## src/hw/rtl/mric_pkg.sv

```systemverilog
// mric_pkg: shared types and constants of the mixed-radix index converter
// depends on nothing; used by every rtl file of the block
package mric_pkg;

  localparam int MAX_DIMS       = 4;
  localparam int IDX_BITS       = 8;
  localparam int SIZE_BITS      = IDX_BITS + 1;
  localparam int LIN_BITS       = 32;
  localparam int PROD_BITS      = LIN_BITS + 1;
  localparam int CNT_BITS       = 3;
  localparam int REG_IDX_BITS   = 3;
  localparam int DIV_STEPS      = 4;
  localparam int DIV_STAGES_PER = LIN_BITS / DIV_STEPS;
  localparam int DIV_STAGES     = (MAX_DIMS - 1) * DIV_STAGES_PER;
  localparam int MUL_STAGES     = 4;
  localparam int BACK_STAGES    = MUL_STAGES + DIV_STAGES;
  localparam logic [SIZE_BITS-1:0] SIZE_CAP = SIZE_BITS'(1 << IDX_BITS);

  typedef logic [IDX_BITS-1:0]  idx_t;
  typedef logic [SIZE_BITS-1:0] size_t;
  typedef logic [LIN_BITS-1:0]  lin_t;
  typedef logic [PROD_BITS-1:0] prod_t;

  typedef enum logic {
    OP_PACK   = 1'b0,
    OP_UNPACK = 1'b1
  } op_t;

  typedef enum logic [REG_IDX_BITS-1:0] {
    REG_DIM_COUNT = 3'd0,
    REG_SIZE0     = 3'd1,
    REG_SIZE1     = 3'd2,
    REG_SIZE2     = 3'd3,
    REG_SIZE3     = 3'd4
  } reg_idx_t;

  // classified request handed from front to back
  typedef struct packed {
    op_t                          op;
    logic                         pack_err;
    logic [MAX_DIMS-1:0][IDX_BITS-1:0]  idx;
    logic [MAX_DIMS-1:0][SIZE_BITS-1:0] size;
    lin_t                         lin;
  } item_t;

  // working set of one back-end pipeline stage
  typedef struct packed {
    op_t                          op;
    logic                         pack_err;
    logic                         err;
    logic [MAX_DIMS-1:0][IDX_BITS-1:0]  idx;
    logic [MAX_DIMS-1:0][SIZE_BITS-1:0] size;
    logic [MAX_DIMS-1:0][IDX_BITS-1:0]  coord;
    lin_t                         lin;
    lin_t                         acc;
    prod_t                        prod;
    lin_t                         quo;
    idx_t                         rem;
  } stg_t;

  // clamp a size register to the index range
  function automatic size_t eff_size(input size_t s);
    eff_size = (s > SIZE_CAP) ? SIZE_CAP : s;
  endfunction

endpackage

```

## src/hw/rtl/mric_front.sv

```systemverilog
// mric_front: accepts requests, normalizes dimensions and checks pack ranges
// depends on mric_pkg
module mric_front import mric_pkg::*; (
  input  logic                  clk,
  input  logic                  rst,
  input  logic                  start,
  input  logic                  operation,
  input  idx_t                  index_0,
  input  idx_t                  index_1,
  input  idx_t                  index_2,
  input  idx_t                  index_3,
  input  lin_t                  linear_in,
  input  logic [CNT_BITS-1:0]   dimension_count,
  input  logic [MAX_DIMS-1:0][SIZE_BITS-1:0] dim_size,
  input  logic                  q_ready,
  output logic                  busy,
  output logic                  q_valid,
  output item_t                 q_item
);

  logic                valid;
  item_t               item;
  item_t               item_next;
  logic                take;
  logic [CNT_BITS-1:0] n_use;
  idx_t [MAX_DIMS-1:0] idx_in;

  assign busy    = valid && !q_ready;
  assign take    = start && !busy;
  assign q_valid = valid;
  assign q_item  = item;
  assign idx_in  = {index_3, index_2, index_1, index_0};

  // clamp dimension count and build the normalized item
  always_comb begin
    priority if (dimension_count == '0) begin
      n_use = CNT_BITS'(1);
    end else if (dimension_count > CNT_BITS'(MAX_DIMS)) begin
      n_use = CNT_BITS'(MAX_DIMS);
    end else begin
      n_use = dimension_count;
    end
    item_next.op       = op_t'(operation);
    item_next.lin      = linear_in;
    item_next.pack_err = 1'b0;
    for (int d = 0; d < MAX_DIMS; d++) begin
      if (CNT_BITS'(d) < n_use) begin
        item_next.size[d] = eff_size(dim_size[d]);
        item_next.idx[d]  = idx_in[d];
      end else begin
        item_next.size[d] = SIZE_BITS'(1);
        item_next.idx[d]  = '0;
      end
      if (d > 0 && {1'b0, item_next.idx[d]} >= item_next.size[d]) begin
        item_next.pack_err = 1'b1;
      end
    end
  end

  // request register
  always_ff @(posedge clk) begin
    if (rst) begin
      valid <= 1'b0;
    end else if (take) begin
      valid <= 1'b1;
    end else if (q_ready) begin
      valid <= 1'b0;
    end
  end

  always_ff @(posedge clk) begin
    if (take) begin
      item <= item_next;
    end
  end

endmodule

```

## config.mk

```make
export PLATFORM = sky130hd
export DESIGN_NAME = mric_front
export DESIGN_NICKNAME = d
export VERILOG_FILES = /design/src/hw/rtl/mric_pkg.sv /design/src/hw/rtl/mric_front.sv
export SDC_FILE = /design/constraint.sdc
export NUM_CORES = 1
export LEC_CHECK = 0
export ABC_AREA = 1
export BUFFER_PORTS_ARGS = -buffer_cell sky130_fd_sc_hd__buf_2
export CORE_ASPECT_RATIO = 1.1
export CORE_MARGIN = 2
export CORE_UTILIZATION = 43
export DETAILED_ROUTE_END_ITERATION = 8
export PLACE_DENSITY = 0.77
export SYNTH_ARGS = -nofsm -noshare
export SYNTH_HDL_FRONTEND = slang
export SYNTH_SLANG_ARGS = --single-unit
```

## constraint.sdc

```tcl
create_clock -name clk -period 6.37 [get_ports clk]
set_clock_uncertainty 0.15 [all_clocks]
set_input_delay 1.274 -clock clk [delete_from_list [all_inputs] [get_ports clk]]
set_output_delay 1.274 -clock clk [all_outputs]
set_load 0.01 [all_outputs]
```

==> key figures <==
Outcome
  • Status: finished clean

Setup path
  • Crit path required time: 4950 ps
  • Crit path kind: input pin to output pin
  • Cell Chain, Critical Path: buf_2 -> inv_1 -> nand2_1 -> inv_1 -> buf_2
  • Startpoint types: input pin
  • Crit. End Element: output pin
  • Crit path DAT: 1710 ps
  • Worst path max stage delay: 140 ps
  • Slowest cell on crit path: buf_2
  • Critical path origin: q_ready
  • CP max FO: 2
  • RR Startpoint: q_valid

STA
  • Setup tns final: 0 ps
  • Slew margin rel.: 23.6%
  • Setup violations, final: 0
  • RSZ-0062 raised after global routing: false
  • Worst slew pin tran: 1140 ps
  • Max Slew Vio Count: 0
  • Final Cycle Share: 49.1%
  • Max Fclk: 320 MHz
  • Hold Vio Cnt, Final: 0
  • Minimum clock period: 3130 ps

Routing
  • Wirelength per Cell: 13.8 um
  • DRC viols: 0
  • DR iter-0 viols: 86
  • Via density: 4.53
  • Drt first pass iters: 6
  • Post-detailed-routing wire length: 10200 um
  • Vias post-DR: 3360
  • Antenna viol nets, final: 0

Clocking
  • CTS tree: yes
  • Worst-Skew Late Latency: 340 ps
  • Setup repair bufs after CTS: 0
  • Inserted Clock Buffers: 9
  • Hold Buf Count CTS: 0
  • CTS clk-pin slew, worst paths: 70 ps
  • Post-cts resize count: 0
  • H-tree Lvls: 3
  • Clock Sinks: 103
  • Root Driver: clkbuf_16
  • CTS Buffer Depth: 2

Synthesis
  • Syn_area_per_cell: 12.2 um^2
  • Cells after Synth: 384
  • Post-Synth XOR/XNOR Area: 0%
  • Mux cell area share after synthesis: 0%
  • Netlist Area Pre-Place: 4670 um^2
  • Simple-Gate Fraction of Synth Area: 16.6%
  • Post-synthesis compound-gate area fraction: 1.23%
  • Distinct cells, synth: 23
  • Post-Synth Adder-Cell Area: 6.43%
  • Sequential area share after synthesis: 66.1%
  • Post-synth net total: 516
  • Syn. warnings: 0
  • Flops & latches, synth: 103
  • Largest family of logic cells by synthesized area: simple AND/OR/NAND/NOR gates

Floorplan
  • Die ar.: 11700 um^2
  • Num rows: 39
  • Initial core utilization: 44.5%
  • Die W: 103 um
  • Boundary Pins: 212
  • Die Y: 113 um
  • CORE AREA: 10500 um^2

Power and ir drop
  • Sw frac: 24.6%
  • Pleak: 3.00 nW
  • Comb power frac: 14.1%
  • Maximum vdd drop: 0.000115 V
  • Sequential power share: 50.9%
  • Internal power: 0.00119 W
  • Pwr dens: 257 nW/um^2
  • Clock network power share: 35.0%
  • Sw Pwr: 0.000389 W

Flow run
  • Max-cap violations: 0

Cells and area
  • Final Net Count: 726
  • Ratio of cells with drive above 1 in the final layout: 47.1%
  • Filler Cell Count: 896
  • Final instance area: 6160 um^2
  • Synth-to-layout area growth: 32.0%
  • Core Util, Final: 58.7%
  • Ant diodes: 0
  • Commonest cells after routing, fill and taps aside: buf_2 (211), edfxtp_1 (102), inv_1 (63), nand2_1 (54), nor2_1 (37)
  • Commonest non-fill, non-tap cell in the layout: buf_2

GRT
  • Vias in the first global route: 3305
  • Gr usage total: 17.3%
  • Largest net degree at the start of global routing: 66
  • Overflow after GRT: 0
  • First-pass GRT wire length: 15400 um
  • Initial antenna violation count: 0

Place
  • Placer Congestion: 0.851
  • Hpwl dp: 8150 um
  • Area post-placement: 5860 um^2
  • PortBufs: 211

Hold path
  • Hold Path Origin: q_valid
  • Hold crit path type: register to register
Yosys cell counts, drive strengths merged:
library cell / n / area (um^2)
buf: 4 / 38.8
clkbuf: 9 / 33.8
nand4: 10 / 62.6
nand2: 59 / 267
o21a: 1 / 7.51
dfxtp: 1 / 20.0
o21ai: 4 / 20.0
nand3: 12 / 60.1
nor3: 16 / 238
nand3b: 1 / 7.51
inv: 97 / 377
ha: 24 / 300
a21oi: 6 / 30.0
nor2: 38 / 143
edfxtp: 102 / 3060
state kept, by name, indices dropped and copies added, names as in the netlist:
signal and count:
q_item 102, q_valid 1
critical path: cells and delay by family:
kind                   cells  cell delay [ps]
buffers and inverters      4              370
and+or+nand+nor            1               50
power groups by stage:
stage	Combinational, W	Sequential, W	Clock [W]
floorplan	0.000103	0.000849	0
global placement	0.000221	0.000821	0
detailed placement	0.000226	0.000822	0
CTS	0.000227	0.000807	0.000572
global route	0.000251	0.000811	0.000599
finish	0.000223	0.000806	0.000554
metrics by stage:
stage	std cells	hold slack, ps	setup slack [ps]	total power, W
after floorplan	384	349	1690	0.000951
after global placement	726	309	2910	0.00104
after detailed placement	726	328	2900	0.00105
after CTS	742	339	3240	0.00161
after global routing	742	363	3030	0.00166
final	742	339	3240	0.00158
metal layers:
metal | track usage (%) | wire length (um) | vias to the layer above
li1 | - | - | 1671
met1 | 19.1 | 3870 | 1546
met2 | 31.1 | 5370 | 133
met3 | 6.24 | 887 | 10
met4 | 4.47 | 98 | 0
met5 | 0 | 0 | -
final cells by class:
| type | count | area, um^2 | area share, % |
|---|---|---|---|
| clock buffers | 9 | 225 | 3.65 |
| flip-flops and latches | 103 | 3080 | 50.0 |
| repair buffers | 212 | 1080 | 17.5 |
| clock inverters | 7 | 80.1 | 1.30 |
| inverters | 97 | 377 | 6.11 |
| multi-input cells | 171 | 1140 | 18.5 |
| well taps | 143 | 179 | 2.90 |
path summary, 6_finish.rpt:
path | to | slack, ps | depth (start not counted)
setup reg to reg | q_item[32] | 4100 | 4
hold / removal | q_valid | 340 | 2
hold reg to reg | q_valid | 340 | 2
setup / recovery | busy | 3240 | 5
kinds of logic after synthesis:
| logic type | after synthesis |
|---|---|
| fa+ha+maj | 24 |
| simple gates | 136 |
| buf+inv | 110 |
| flops | 103 |
| compound gates | 11 |
Note: power is estimated with default switching activity, not from simulation.
