===== src/hw/rtl/mric_pkg.sv =====
// mric_pkg: shared types and constants of the mixed-radix index converter
// depends on nothing; used by every rtl file of the block
package mric_pkg;

  localparam int MAX_DIMS       = 4;
  localparam int IDX_BITS       = 8;
  localparam int SIZE_BITS      = IDX_BITS + 1;
  localparam int LIN_BITS       = 32;
  localparam int PROD_BITS      = LIN_BITS + 1;
  localparam int CNT_BITS       = 3;
  localparam int REG_IDX_BITS   = 3;
  localparam int DIV_STEPS      = 4;
  localparam int DIV_STAGES_PER = LIN_BITS / DIV_STEPS;
  localparam int DIV_STAGES     = (MAX_DIMS - 1) * DIV_STAGES_PER;
  localparam int MUL_STAGES     = 4;
  localparam int BACK_STAGES    = MUL_STAGES + DIV_STAGES;
  localparam logic [SIZE_BITS-1:0] SIZE_CAP = SIZE_BITS'(1 << IDX_BITS);

  typedef logic [IDX_BITS-1:0]  idx_t;
  typedef logic [SIZE_BITS-1:0] size_t;
  typedef logic [LIN_BITS-1:0]  lin_t;
  typedef logic [PROD_BITS-1:0] prod_t;

  typedef enum logic {
    OP_PACK   = 1'b0,
    OP_UNPACK = 1'b1
  } op_t;

  typedef enum logic [REG_IDX_BITS-1:0] {
    REG_DIM_COUNT = 3'd0,
    REG_SIZE0     = 3'd1,
    REG_SIZE1     = 3'd2,
    REG_SIZE2     = 3'd3,
    REG_SIZE3     = 3'd4
  } reg_idx_t;

  // classified request handed from front to back
  typedef struct packed {
    op_t                          op;
    logic                         pack_err;
    logic [MAX_DIMS-1:0][IDX_BITS-1:0]  idx;
    logic [MAX_DIMS-1:0][SIZE_BITS-1:0] size;
    lin_t                         lin;
  } item_t;

  // working set of one back-end pipeline stage
  typedef struct packed {
    op_t                          op;
    logic                         pack_err;
    logic                         err;
    logic [MAX_DIMS-1:0][IDX_BITS-1:0]  idx;
    logic [MAX_DIMS-1:0][SIZE_BITS-1:0] size;
    logic [MAX_DIMS-1:0][IDX_BITS-1:0]  coord;
    lin_t                         lin;
    lin_t                         acc;
    prod_t                        prod;
    lin_t                         quo;
    idx_t                         rem;
  } stg_t;

  // clamp a size register to the index range
  function automatic size_t eff_size(input size_t s);
    eff_size = (s > SIZE_CAP) ? SIZE_CAP : s;
  endfunction

endpackage


===== src/hw/rtl/mric_queue.sv =====
// mric_queue: two-entry queue between front and back
// depends on mric_pkg
module mric_queue import mric_pkg::*; (
  input  logic  clk,
  input  logic  rst,
  input  logic  push,
  input  item_t push_item,
  output logic  ready,
  output logic  valid,
  output item_t pop_item
);

  item_t      mem [2];
  logic       wr_ptr;
  logic       rd_ptr;
  logic [1:0] count;
  logic       do_push;
  logic       do_pop;

  assign ready    = (count != 2'd2);
  assign valid    = (count != 2'd0);
  assign do_push  = push && ready;
  assign do_pop   = valid;
  assign pop_item = mem[rd_ptr];

  // pointers and fill level
  always_ff @(posedge clk) begin
    if (rst) begin
      wr_ptr <= 1'b0;
      rd_ptr <= 1'b0;
      count  <= 2'd0;
    end else begin
      if (do_push) begin
        wr_ptr <= !wr_ptr;
      end
      if (do_pop) begin
        rd_ptr <= !rd_ptr;
      end
      count <= count + 2'(do_push) - 2'(do_pop);
    end
  end

  always_ff @(posedge clk) begin
    if (do_push) begin
      mem[wr_ptr] <= push_item;
    end
  end

endmodule


===== config.mk =====
export PLATFORM = sky130hd
export DESIGN_NAME = mric_queue
export DESIGN_NICKNAME = d
export VERILOG_FILES = /design/src/hw/rtl/mric_pkg.sv /design/src/hw/rtl/mric_queue.sv
export SDC_FILE = /design/constraint.sdc
export NUM_CORES = 1
export LEC_CHECK = 0
export ABC_AREA = 1
export BUFFER_PORTS_ARGS = -buffer_cell sky130_fd_sc_hd__buf_2
export CAP_MARGIN = 20
export CORE_UTILIZATION = 47
export DETAILED_ROUTE_END_ITERATION = 10
export PLACE_DENSITY = 0.82
export SYNTH_ARGS = -nofsm -noshare
export SYNTH_HDL_FRONTEND = slang
export SYNTH_SLANG_ARGS = --single-unit
export TNS_END_PERCENT = 1

===== constraint.sdc =====
create_clock -name clk -period 4.9 [get_ports clk]
set_input_delay 0.245 -clock clk [delete_from_list [all_inputs] [get_ports clk]]
set_output_delay 0.245 -clock clk [all_outputs]
set_load 0.005 [all_outputs]

==> results by group, run 1 <==
Finish
  • FF+latch area: 6230 sq um
  • N_diodes: 0
  • Nets: 775
  • Commonest cells after routing, fill and taps aside: buf_2 (208), edfxtp_1 (204), dlygate4sd3_1 (103), mux2_4 (80), clkbuf_16 (23)
  • Multi-input gate area: 1520 sq um
  • Share of layout cells above drive strength 1: 51.0%
  • Area growth, synth to finish: 38.6%
  • Filler cells: 1055
  • Most common cell after layout, fill and taps aside: buf_2

Global route
  • Vias in the first global route: 4807
  • Antenna violations before repair: 0
  • Grt ovf: 0
  • Grt met2 use: 33.9%
  • Grt met1 use: 20.0%
  • Most used routing layer: met2
  • GRT Util Overall: 17.9%
  • Pin count of the biggest net entering global routing: 64
  • GRT met3 Usage: 3.86%
  • First-pass GRT wire length: 24200 um

Synth
  • Synth top area cells: edfxtp_1 (78%), mux2_4 (15%), mux2_2 (3.2%)
  • Synthesized instance count: 341
  • Synth warn: 0
  • Mapped Area: 7860 sq um
  • Synth Net Count: 446
  • Synth area leader: edfxtp_1
  • Synth Area per Inst: 23.1 sq um
  • Register area share after synthesis: 79.2%
  • Synth unique cells: 15
  • Synth Register Bits: 209
  • Area share of the largest cell type after synthesis: 77.9%

Setup path
  • Crit path buf inv count: 2
  • CP Max Fanout: 45
  • Critical Path RT: 4.66 ns
  • Nature of the critical path endpoint: output port
  • Worst setup SP type: flop
  • CP cell instances: buf_4 > mux2_2 > buf_2
  • Number of cells on the critical path: 3
  • Crit Path Class: reg -> out
  • Worst EP arrival: 2.46 ns
  • Slowest cell delay on critical path: 0.82 ns
  • R2R cell count: 5
  • Critical path's slowest cell: dfxtp_4
  • R2R Path Start: count[0]$_SDFF_PP0_
  • Family with the most delay on the worst path: flip-flops

Route
  • Via/cell ratio: 4.81
  • Post-route antenna net violation count: 0
  • DR iter-0 viols: 255
  • Average wire per standard cell: 17.3 um
  • Total Routed Length: 15600 um
  • TritonRoute pass-1 iters: 4
  • Vias post-DR: 4342
  • Number of remaining DRC errors: 0

Timing
  • Period utilization: 55.3%
  • Final setup violation count: 0
  • Final Max Slew Viols: 0
  • Final min period: 2.71 ns
  • Setup_tns: 0 ns
  • Fmax: 369 MHz
  • Max_slew headroom: 45.0%
  • RSZ-0062 raised after global routing: false
  • Clk_skew: 0.0163 ns
  • Hold Vio Cnt, Final: 0
  • Worst slew pin tran: 0.826 ns
  • Min Hold Slack: 0.0409 ns

Clock network
  • Post_cts resized: 0
  • Clock root cell: clkbuf_16
  • TritonCTS clock tree: done
  • Clock Sink Count: 209
  • CTS clock-pin slew for the worst setup and hold paths: 0.06 ns
  • Clk_lat worst skew: 0.49 ns
  • TritonCTS Buffers: 22
  • H-tree levels: 1
  • Clock Path Buffers: 3

Worst hold path
  • Min-delay src: push
  • WHS Path Cells: 3
  • Worst Hold Class: in -> reg

Power
  • Pleak: 4.32 nW
  • Tot Pwr: 0.00422 W
  • Max VDD drop: 295 uV
  • PwrDens: 387 nW/um^2

Place
  • Port Buf Inserts: 208
  • Gpl congestion: 0.721
  • Final HPWL DP: 8810 um

Status
  • Outcome: complete, no violations

Job
  • Max-cap check violation count: 0

Die
  • Placeable Area: 16100 sq um
  • Die W: 131 um
  • Initial core utilization: 48.8%
  • # rows: 46
  • Die Height: 131 um
  • IO Pins: 209
  • DIE AREA: 17300 sq um
==> cells by family after synthesis <==
group	share of synthesized area, %
compound gates	0.286
buf+inv	1.61
flops	79.2
mux	18.4
simple gates	0.509
==> per-stage QoR <==
stage          area [sq um]  util (%)  setup WS, ns  std cells
2_1_floorplan          7870         -          1.25        341
3_3_place_gp           9120      56.6          2.66        759
3_5_place_dp           9120      56.6          2.55        759
4_1_cts               10900      67.7          2.14        902
5_1_grt               10900      67.7          2.05        902
6_report              10900      67.7          2.19        902
==> where the power goes <==
part	internal [W]	switching, W	leakage [nW]
logic	0.000243	0.000167	1.99
registers	0.00207	0.0000353	1.96
clock network	0.00106	0.000641	0.368
==> area by class of cell <==
type / instances / share of cell area, %
flip-flops and latches: 209 / 57.1
well taps: 216 / 2.48
repair buffers: 316 / 19.3
clock inverters: 16 / 1.60
multi-input cells: 116 / 13.9
inverters: 5 / 0.195
clock buffers: 24 / 5.31
==> flip-flops by register name, summed over array words and instances, names as in the netlist, named ones only <==
register and flops:
count 2, wr_ptr 1, mem 204, rd_ptr 1
==> Yosys cell counts <==
library cell / number
nor2_1: 4
edfxtp_1: 204
nor3_1: 1
mux2_4: 80
buf_2: 2
mux2_2: 22
nand2_1: 4
a21oi_1: 2
buf_6: 8
inv_1: 5
buf_4: 1
o21ai_0: 1
o21a_1: 1
dfxtp_1: 5
nand3_1: 1
==> path summary, 6_finish.rpt <==
kind | slack (ns) | end
setup / recovery | 2.19 | pop_item[10]
hold / removal | 0.04 | count[0]$_SDFF_PP0_
setup reg to reg | 2.50 | mem[1][42]$_DFFE_PP_
hold reg to reg | 0.50 | count[1]$_SDFF_PP0_
==> repair_timing <==
| action | CTS | global route |
|---|---|---|
| setup buffers | 0 | 0 |
| hold buffers | 103 | 0 |
| endpoints found under the hold margin | 206 | 0 |
==> routing by layer <==
| metal | vias up | part of all wire [%] | wire length, um |
|---|---|---|---|
| li1 | 2003 | - | - |
| met1 | 2140 | 39 | 6020 |
| met2 | 170 | 53 | 8330 |
| met3 | 29 | 5.5 | 854 |
| met4 | 0 | 2.5 | 385 |
| met5 | - | 0 | 0 |
==> tightest hold or removal path, delay by kind of cell <==
family / cells / cell delay [ns]
buffers and inverters: 2 / 0.19
AO/OA/AOI/OAI: 1 / 0.05
No activity file was read; power rests on OpenSTA's default activity.
==> run 2, diff against run 1 <==
--- a/config.mk
+++ b/config.mk
@@ -5,12 +5,12 @@
 export SDC_FILE = /design/constraint.sdc
 export NUM_CORES = 1
 export LEC_CHECK = 0
-export ABC_AREA = 1
+export ABC_AREA = 0
 export BUFFER_PORTS_ARGS = -buffer_cell sky130_fd_sc_hd__buf_2
 export CAP_MARGIN = 20
-export CORE_UTILIZATION = 47
+export CORE_UTILIZATION = 52
 export DETAILED_ROUTE_END_ITERATION = 10
-export PLACE_DENSITY = 0.82
+export PLACE_DENSITY = 0.86
 export SYNTH_ARGS = -nofsm -noshare
 export SYNTH_HDL_FRONTEND = slang
 export SYNTH_SLANG_ARGS = --single-unit
==> constraint.sdc (replaced) <==
create_clock -name clk -period 2.8 [get_ports clk]
set_input_delay 0.14 -clock clk [delete_from_list [all_inputs] [get_ports clk]]
set_output_delay 0.14 -clock clk [all_outputs]
set_load 0.005 [all_outputs]
==> run 2 against run 1 <==
  * Design area grew 0.13%
  * Largest cell class unchanged
  * Global-route usage increased by 2.6 points
  * Sequential power rose by 75%
  * Count of clock-buffer cells in the layout grew 2
  * Critical path depth unchanged
  * Routed wire length grew 3.3%
  * Sequential cell count did not move
  * The run now ends with design-rule violations left
  * Via count grew 0.81%
  * Register-to-register slack got worse by 1.5 ns
  * Sequential share of layout area decreased by 0.072 points
  * Non-clock buffer count rose by 3
  * Clock power is 66% higher
==> results by group, run 2 <==
Status
  • Outcome: finished, violations left
  • Failing checks: design-rule violations

Synth
  • Synthesized instance count: 337
  • Synth Register Bits: 209
  • Register area share after synthesis: 79.2%
  • Asr flop ratio synth: 0%
  • Synth Area in Adders: 0%
  • Most common cell in the netlist: edfxtp_1
  • Post-Synth Simple-Gate Area: 0.652%
  • Synth warn: 0
  • Mapped Area: 7860 sq um
  • Largest family of logic cells by synthesized area: multiplexers
  • Area share of the largest cell type after synthesis: 77.9%
  • Number of flops mapped to enable cells by yosys: 204
  • Synth Net Count: 442
  • Synth unique cells: 16
  • Synth Area per Inst: 23.3 sq um
  • Synth top area cells: edfxtp_1 (78%), mux2_4 (15%), mux2_2 (3.3%)
  • XOR/XNOR Fraction of Synth Area: 0.111%
  • Synth top cells by count: edfxtp_1 (204), mux2_4 (80), mux2_2 (23), buf_6 (8)
  • Post-synth top flop: edfxtp_1
  • Post-synthesis mux area share: 18.6%
  • Synth Area in Compound Gates: 0.0637%
  • Synth area leader: edfxtp_1

Route
  • Max layer used: met5
  • Vias post-DR: 4377
  • Number of remaining DRC errors: 28
  • Total Routed Length: 16100 um
  • TritonRoute pass-1 iters: 8
  • M1 WL: 5820 um
  • Average wire per standard cell: 18.5 um
  • Metal3 WL: 1130 um
  • DR iter-0 viols: 224
  • Met2 wire len: 8680 um
  • Via/cell ratio: 5.04
  • Post-route antenna net violation count: 0

Place
  • Placed instance area: 9160 sq um
  • Final HPWL DP: 9140 um
  • Port Buf Inserts: 208
  • Gpl congestion: 0.678
  • Worst slack, placed: 0.966 ns

Finish
  • Commonest cells after routing, fill and taps aside: buf_2 (208), edfxtp_1 (204), dlygate4sd3_1 (104), mux2_4 (80)
  • Area growth, synth to finish: 38.8%
  • FF+latch area: 6230 sq um
  • Most flop-heavy register: mem
  • Filler cells: 807
  • Final instance area: 10900 sq um
  • N_diodes: 0
  • Nets: 774
  • Share of layout cells above drive strength 1: 52.0%
  • Top flop regs: mem: 204 flops, count: 2 flops
  • Max reg flops: 204
  • Most common cell after layout, fill and taps aside: buf_2
  • Multi-input gate area: 1540 sq um

Power
  • Max VDD drop: 703 uV
  • Psw: 0.00155 W
  • Sw frac: 21.0%
  • Pleak: 4.31 nW
  • Comb pwr share: 11.2%
  • Flop pwr share: 50.3%
  • PwrDens: 674 nW/um^2
  • Internal power: 0.00581 W
  • Clock Power Share: 38.5%

Die
  • Die Height: 125 um
  • IO Pins: 209
  • Placeable Area: 14600 sq um
  • Die W: 125 um
  • # rows: 44
  • DIE AREA: 15600 sq um
  • Initial core utilization: 53.7%

Timing
  • Final worst-path setup slack: 0.581 ns
  • Max_slew headroom: 60.4%
  • Final setup violation count: 0
  • Hold Vio Cnt, Final: 0
  • Setup_tns: 0 ns
  • Final min period: 2.22 ns
  • RSZ-0062 raised after global routing: false
  • Period utilization: 79.3%
  • Fmax: 451 MHz
  • Clk_skew: 0.00595 ns
  • Final Max Slew Viols: 0
  • Min Hold Slack: 0.0869 ns
  • Worst slew pin tran: 0.593 ns

Setup path
  • R2r setup slk: 0.99 ns
  • Worst setup SP type: flop
  • CP Max Fanout: 46
  • Crit Path Class: reg -> out
  • Worst EP arrival: 2.08 ns
  • Nature of the critical path endpoint: output port
  • Critical Path RT: 2.66 ns

Global route
  • Vias in the first global route: 4851
  • Antenna violations before repair: 1
  • First-pass GRT wire length: 24600 um
  • Grt ovf: 0
  • GRT Util Overall: 20.5%
  • Pin count of the biggest net entering global routing: 50

Clock network
  • Clock Sink Count: 209
  • Clock root cell: clkbuf_16
  • TritonCTS clock tree: done
  • Clk_lat worst skew: 0.49 ns
  • Post-CTS Setup Repair Bufs: 0
  • Hold-fix buffers, CTS: 104
  • H-tree levels: 1
  • CTS clock-pin slew for the worst setup and hold paths: 0.06 ns
  • Clock Path Buffers: 3
  • TritonCTS Buffers: 22
  • Post_cts resized: 0

Job
  • Max-cap check violation count: 0

Worst hold path
  • Worst Hold Class: in -> reg
## run 2: path summary, 6_finish.rpt
check	endpoint	from	cells past startpoint
hold reg to reg	count[1]$_SDFF_PP0_	count[0]$_SDFF_PP0_	2
setup reg to reg	mem[0][39]$_DFFE_PP_	count[0]$_SDFF_PP0_	4
hold / removal	wr_ptr$_SDFFE_PP0P_	push	3
setup / recovery	pop_item[19]	flop	3
## run 2: area by class of cell
type                       count  share of cell area, %
inverter                       1                 0.0344
timing repair buffer         319                   20.1
tap                          184                   2.11
clock inverter                14                   1.20
sequential                   209                   57.1
multi-input combinational    116                   14.1
clock buffer                  26                   5.38
## run 2: kinds of logic after synthesis
logic type / after synthesis
mux: 103
flops: 209
xor+xnor: 1
simple gates: 11
buf+inv: 12
compound gates: 1
## run 2: routing by layer
layer  up-vias  GRT usage [%]
met5         -              0
met4         2           7.46
met3        44           5.31
met2       187           38.8
met1      2145           21.9
li1       1999              -
## run 2: critical path, stage by stage, from the launching register on
cell,delay (ns)
dfxtp_4,0.68
buf_12,0.35
mux2_2,0.39
buf_2,0.13
## run 2: per-stage QoR
stage / util [%] / power, W / cells
2_1_floorplan: - / 0.00415 / 337
3_3_place_gp: 62.5 / 0.00443 / 725
3_5_place_dp: 62.5 / 0.00447 / 725
4_1_cts: 74.5 / 0.00741 / 869
5_1_grt: 74.5 / 0.00762 / 869
6_report: 74.5 / 0.00736 / 869
## run 2: power groups by stage
stage,Clock (W),Sequential [W],Combinational (W)
final,0.00283,0.00370,0.000828
after global routing,0.00302,0.00371,0.000884
after CTS,0.00289,0.00370,0.000818
after detailed placement,0,0.00377,0.000699
after global placement,0,0.00375,0.000679
after floorplan,0,0.00374,0.000413
